$ cat src/rtl/aiis_pkg.sv
// ----------------------------------------------------------------------------
// aiis_pkg
// Shared types and constants of the ADC transfer-curve search block.
// ----------------------------------------------------------------------------
package aiis_pkg;

    // Level words are signed Q24.8
    localparam int LEVEL_W        = 32;
    // Width of the code port
    localparam int CODE_W         = 16;
    // Default number of code bits
    localparam int TABLE_BITS_DEF = 16;

    typedef enum logic {
        OP_LOAD  = 1'b0,
        OP_QUERY = 1'b1
    } t_op;

    // Query beat handed from cell to cell
    typedef struct packed {
        logic                      vld;
        logic signed [LEVEL_W-1:0] level;
    } t_probe;

endpackage

$ cat src/rtl/aiis_ram.sv
// ----------------------------------------------------------------------------
// aiis_ram
// Generic single-write, single-read RAM with registered read data.
// ----------------------------------------------------------------------------
module aiis_ram #(
    parameter int W  = 32,
    parameter int D  = 16,
    parameter int AW = (D > 1) ? $clog2(D) : 1
) (
    input  logic          i_clk,
    input  logic          i_we,
    input  logic [AW-1:0] i_waddr,
    input  logic [W-1:0]  i_wdata,
    input  logic          i_re,
    input  logic [AW-1:0] i_raddr,
    output logic [W-1:0]  o_rdata
);

    logic [W-1:0] r_mem [D];
    logic [W-1:0] r_rdata;

    always_ff @(posedge i_clk) begin
        if (i_we) begin
            r_mem[i_waddr] <= i_wdata;
        end
        if (i_re) begin
            r_rdata <= r_mem[i_raddr];
        end
    end

    assign o_rdata = r_rdata;

endmodule

$ cat src/rtl/aiis_cell.sv
// ----------------------------------------------------------------------------
// aiis_cell
// One search step: owns the table entries whose lowest set address bit is
// this cell's bit, resolves that bit and sets the next trial bit.
// ----------------------------------------------------------------------------
module aiis_cell
    import aiis_pkg::*;
#(
    parameter int TB = TABLE_BITS_DEF,
    parameter int K  = 0
) (
    input  logic                      i_clk,
    input  logic                      i_rst_n,
    // table write, shared by all cells
    input  logic                      i_wr,
    input  logic [TB-1:0]             i_ptr,
    input  logic signed [LEVEL_W-1:0] i_wdata,
    // beat from the previous cell
    input  t_probe                    i_probe,
    input  logic [TB-1:0]             i_code,
    // beat to the next cell
    output t_probe                    o_probe,
    output logic [TB-1:0]             o_code
);

    // bit resolved here and local table geometry
    localparam int B     = TB - 1 - K;
    localparam int DEPTH = 1 << K;
    localparam int AW    = (K > 0) ? K : 1;
    localparam logic [TB-1:0] BIT_M = TB'(1) << B;

    logic                      r_vld;
    logic [TB-1:0]             r_code;
    logic signed [LEVEL_W-1:0] r_level;
    logic signed [LEVEL_W-1:0] rdata;
    logic [AW-1:0]             raddr;
    logic [AW-1:0]             waddr;
    logic                      we;
    logic [TB-1:0]             keep_code;

    // addresses of this cell's slice: the code bits above bit B
    generate
        if (K > 0) begin : g_addr
            assign raddr = i_code[TB-1 -: K];
            assign waddr = i_ptr[TB-1 -: K];
        end else begin : g_addr0
            assign raddr = '0;
            assign waddr = '0;
        end
    endgenerate

    // write lands here when B is the lowest set pointer bit
    assign we = i_wr && i_ptr[B] && ((i_ptr & (BIT_M - TB'(1))) == '0);

    aiis_ram #(
        .W (LEVEL_W),
        .D (DEPTH),
        .AW(AW)
    ) u_ram (
        .i_clk  (i_clk),
        .i_we   (we),
        .i_waddr(waddr),
        .i_wdata(i_wdata),
        .i_re   (i_probe.vld),
        .i_raddr(raddr),
        .o_rdata(rdata)
    );

    // beat register, aligned with the read data
    always_ff @(posedge i_clk) begin
        if (!i_rst_n) begin
            r_vld <= 1'b0;
        end else begin
            r_vld <= i_probe.vld;
        end
        r_code  <= i_code;
        r_level <= i_probe.level;
    end

    // drop the trial bit when the entry lies above the level
    assign keep_code = (rdata > r_level) ? (r_code & ~BIT_M) : r_code;

    assign o_code        = keep_code | (BIT_M >> 1);
    assign o_probe.vld   = r_vld;
    assign o_probe.level = r_level;

endmodule

$ cat config.mk
export PLATFORM = sky130hd
export DESIGN_NAME = aiis_cell
export DESIGN_NICKNAME = d
export VERILOG_FILES = /design/src/rtl/aiis_pkg.sv /design/src/rtl/aiis_ram.sv /design/src/rtl/aiis_cell.sv
export SDC_FILE = /design/constraint.sdc
export NUM_CORES = 1
export LEC_CHECK = 0
export BUFFER_PORTS_ARGS = -buffer_cell sky130_fd_sc_hd__buf_4
export CAP_MARGIN = 20
export CORE_MARGIN = 2
export CORE_UTILIZATION = 45
export CTS_CLUSTER_DIAMETER = 150
export DETAILED_ROUTE_END_ITERATION = 8
export PLACE_DENSITY = 0.85
export RECOVER_POWER = 25
export SLEW_MARGIN = 30
export SYNTH_ARGS = -nofsm -noshare
export SYNTH_HDL_FRONTEND = slang
export SYNTH_SLANG_ARGS = --single-unit
$ cat constraint.sdc
create_clock -name i_clk -period 9.79 [get_ports i_clk]
set_input_delay 1.958 -clock i_clk [delete_from_list [all_inputs] [get_ports i_clk]]
set_output_delay 1.958 -clock i_clk [all_outputs]
set_load 0.02 [all_outputs]
==> flow_metrics.env <==
export IMPL_final_layout_size_suffix_gt1_share_pct=41.3
export IMPL_full_die_area_um2=9370
export IMPL_hold_viol_final=0
export IMPL_num_fill_cells=629
export IMPL_finalSetupTns_ns=0
export IMPL_final_wtd_congestion=0.699
export IMPL_grt_setup_unrepaired="no"
export IMPL_cts_inserted_buffers=9
export IMPL_min_delay_path_depth=0
export IMPL_finalSetupViolCount=0
export IMPL_fin_util_pct=62.5
export IMPL_timing_hold_worst_start="u_ram.r_mem[0][8]$_DFFE_PP_"
export IMPL_post_route_drc_count=0
export IMPL_synthArstFlopShare_pct=0
export IMPL_postSynthNetCount=385
export IMPL_syn_instance_count=253
export IMPL_syn_area_per_cell_um2=15.3
export IMPL_pin_count=149
export IMPL_buffer_ports_inserted=146
export IMPL_hold_buffers=0
export IMPL_p_leak_nw=2.33
export IMPL_postSynth_topFlopCell="sky130_fd_sc_hd__edfxtp_1"
export IMPL_route_vias_total=2336
export IMPL_cts_num_sinks=112
export IMPL_worst_clock_skew_ns=0.00936
export IMPL_firstDrtPassIters=4
export IMPL_max_clock_freq_mhz=224
export IMPL_clock_tree_htree_level_count=3
export IMPL_synth_lib_cells_used_distinct=29
export IMPL_timing_final_crit_period_ns=4.46
export IMPL_timing_max_transition_violations_final=0
export IMPL_status="complete, no violations"
export IMPL_clock_latency_at_the_later_pin_of_the_worst_skew_pair_ns=0.36
export IMPL_worst_setup_path_startpoint="u_ram.o_rdata[7]$_DFFE_PP_"
export IMPL_synth_ff_latch_count=112
export IMPL_antenna_found_initial=0
export IMPL_vias_per_cell=4.63
export IMPL_grt_start_max_net_pins=34
export IMPL_worstReg2RegEnd="u_ram.o_rdata[24]$_DFFE_PP_"
export IMPL_drtAntennaViolNets=0
export IMPL_report_power_total_mw=0.858
export IMPL_hpwlAfterDp_mm=5.55
export IMPL_drv_cap=0
export IMPL_synth_edf_count=64
export IMPL_synth_area_leader_cell="sky130_fd_sc_hd__edfxtp_1"
export IMPL_synth_top_cells_by_area="sky130_fd_sc_hd__edfxtp_1 50%, sky130_fd_sc_hd__dfxtp_1 25%, sky130_fd_sc_hd__ha_1 10%"
export IMPL_fp_dieW_um=96.8
export IMPL_grt_overflow_total=0
export IMPL_post_dp_cell_area_um2=5000
export IMPL_core_um2=8300
export IMPL_max_vdd_ir_drop_mv=0.105
export IMPL_ctsResizeCount=0
export IMPL_hold_end="u_ram.o_rdata[8]$_DFFE_PP_"
export IMPL_post_synth_most_frequent_cells="64 x sky130_fd_sc_hd__edfxtp_1, 48 x sky130_fd_sc_hd__dfxtp_1, 32 x sky130_fd_sc_hd__ha_1, 32 x sky130_fd_sc_hd__inv_1, 16 x sky130_fd_sc_hd__buf_4"
export IMPL_ctsRootBufferMaster="sky130_fd_sc_hd__clkbuf_8"
export IMPL_areaGrowthSynthToFinish_pct=33.9
export IMPL_chipHeight_um=96.8
export IMPL_insertedDiodeCount=0
export IMPL_start_util_pct=46.7
export IMPL_nNetsFinal=527
export IMPL_power_density_nw_per_um2=165
export IMPL_fin_worst_hold_slack_ns=0.425
export IMPL_synth_area_um2=3880
export IMPL_reg2regPathDepth=0
export IMPL_average_wire_length_per_cell_after_detail_routing_um=13.9
export IMPL_synth_most_common_cell="sky130_fd_sc_hd__edfxtp_1"
export IMPL_synth_warning_count=0
export IMPL_timing_reg2reg_setup_slack_ns=9.15
export IMPL_global_route_usage_total_pct=15.5
export IMPL_critical_path_endpoint_type="output pin"
export IMPL_area_share_of_the_largest_cell_type_after_synthesis_pct=49.6
export IMPL_worst_path_max_fanout=3
export IMPL_crit_reg2reg_launch="u_ram.r_mem[0][24]$_DFFE_PP_"
export IMPL_cp_arrival_ns=2.50
export IMPL_startpoint_to_endpoint_class_of_the_critical_path="reg2out"
export IMPL_finalInstanceArea_um2=5190
export IMPL_rows=33
export IMPL_crit_required_ns=7.83
export IMPL_worstHoldPathType="reg2reg"
export IMPL_number_of_global_route_vias_before_repair=2551
export IMPL_first_pass_grt_wire_length_mm=11.5
export IMPL_wl_mm=7.03
export IMPL_detail_route_iter0_violations=59
export IMPL_postCtsSetupBuffers=0
export IMPL_tritoncts_clock_tree="yes"
export IMPL_worst_setup_hold_path_clk_slew_ns=0.10
export IMPL_ctsLongestPathBuffers=2
export IMPL_timing_final_crit_share_pct=45.6
export IMPL_yosysSeqAreaShare_pct=74.4
export IMPL_startpoint_class_of_the_critical_path="flop"
## power breakdown
group,switching (mW),internal [mW],total [mW],leakage (nW)
Sequential,0.00591,0.510,0.516,1.01
Clock,0.156,0.0998,0.256,0.0972
Combinational,0.0393,0.0474,0.0867,1.23
## state kept, by name, indices dropped and copies added (netlist names)
name,cells
u_ram.r_mem,32
r_vld,1
r_level,32
u_ram.o_rdata,32
r_code,15
## logic make-up after synthesis
| logic type | synth area share (%) |
|---|---|
| AO/OA/AOI/OAI | 3.74 |
| adder cells (fa/ha/maj) | 10.3 |
| buffers and inverters | 6.20 |
| flip-flops | 74.4 |
| other | 0.0967 |
| AND/OR/NAND/NOR | 5.26 |
## how the worst max path moves through the flow
stage / slack (ns) / depth (start not counted) / end
floorplan: 4.75 / 3 / u_ram.r_mem[0][0]$_DFFE_PP_
global placement: 5.70 / 9 / o_code[15]
detailed placement: 5.68 / 8 / o_code[15]
CTS: 5.28 / 9 / o_code[15]
global route: 5.15 / 9 / o_code[15]
finish: 5.33 / 8 / o_code[15]
## stage by stage
stage,setup WS [ns],cells
global route,5.15,505
detailed placement,5.68,489
finish,5.33,505
floorplan,4.75,253
global placement,5.70,489
CTS,5.28,505
## critical path, stage by stage, from the launching register on
cell	delay (ns)
sky130_fd_sc_hd__edfxtp_1	0.38
sky130_fd_sc_hd__ha_1	0.33
sky130_fd_sc_hd__a21oi_2	0.14
sky130_fd_sc_hd__o21ai_1	0.08
sky130_fd_sc_hd__a221o_1	0.34
sky130_fd_sc_hd__or3_1	0.39
sky130_fd_sc_hd__a211o_1	0.28
sky130_fd_sc_hd__nand3_2	0.07
sky130_fd_sc_hd__buf_4	0.14
## cells in the final DEF (no fill, tap or decap), types with 2 or more instances in the layout
cell type and instances:
sky130_fd_sc_hd__edfxtp_1 64, sky130_fd_sc_hd__nand3b_1 2, sky130_fd_sc_hd__o21ai_0 2, sky130_fd_sc_hd__inv_8 2, sky130_fd_sc_hd__ha_1 32, sky130_fd_sc_hd__clkinv_4 3, sky130_fd_sc_hd__nor2_1 4, sky130_fd_sc_hd__clkbuf_4 24
sky130_fd_sc_hd__dfxtp_1 48, sky130_fd_sc_hd__buf_4 123, sky130_fd_sc_hd__clkbuf_8 9, sky130_fd_sc_hd__nand3_1 3, sky130_fd_sc_hd__nor4_1 4, sky130_fd_sc_hd__inv_1 32, sky130_fd_sc_hd__nand4_1 9, sky130_fd_sc_hd__a21oi_1 11
sky130_fd_sc_hd__o211ai_1 2, sky130_fd_sc_hd__nand2_1 8
## metal layers
metal | part of all wire (%) | track usage, % | wire length (um)
met1 | 37 | 16.8 | 2590
met2 | 55 | 28.6 | 3890
met3 | 6.7 | 5.20 | 473
met4 | 1.2 | 4.23 | 84
met5 | 0 | 0 | 0
## cell type report
cell class | count | area (um^2) | area share [%]
sequential | 112 | 2880 | 55.6
clock buffer | 10 | 128 | 2.46
timing repair buffer | 147 | 1100 | 21.3
inverter | 32 | 120 | 2.31
clock inverter | 6 | 65.1 | 1.25
tap | 105 | 131 | 2.53
multi-input combinational | 93 | 758 | 14.6
Power figures use the tool's default switching activity.
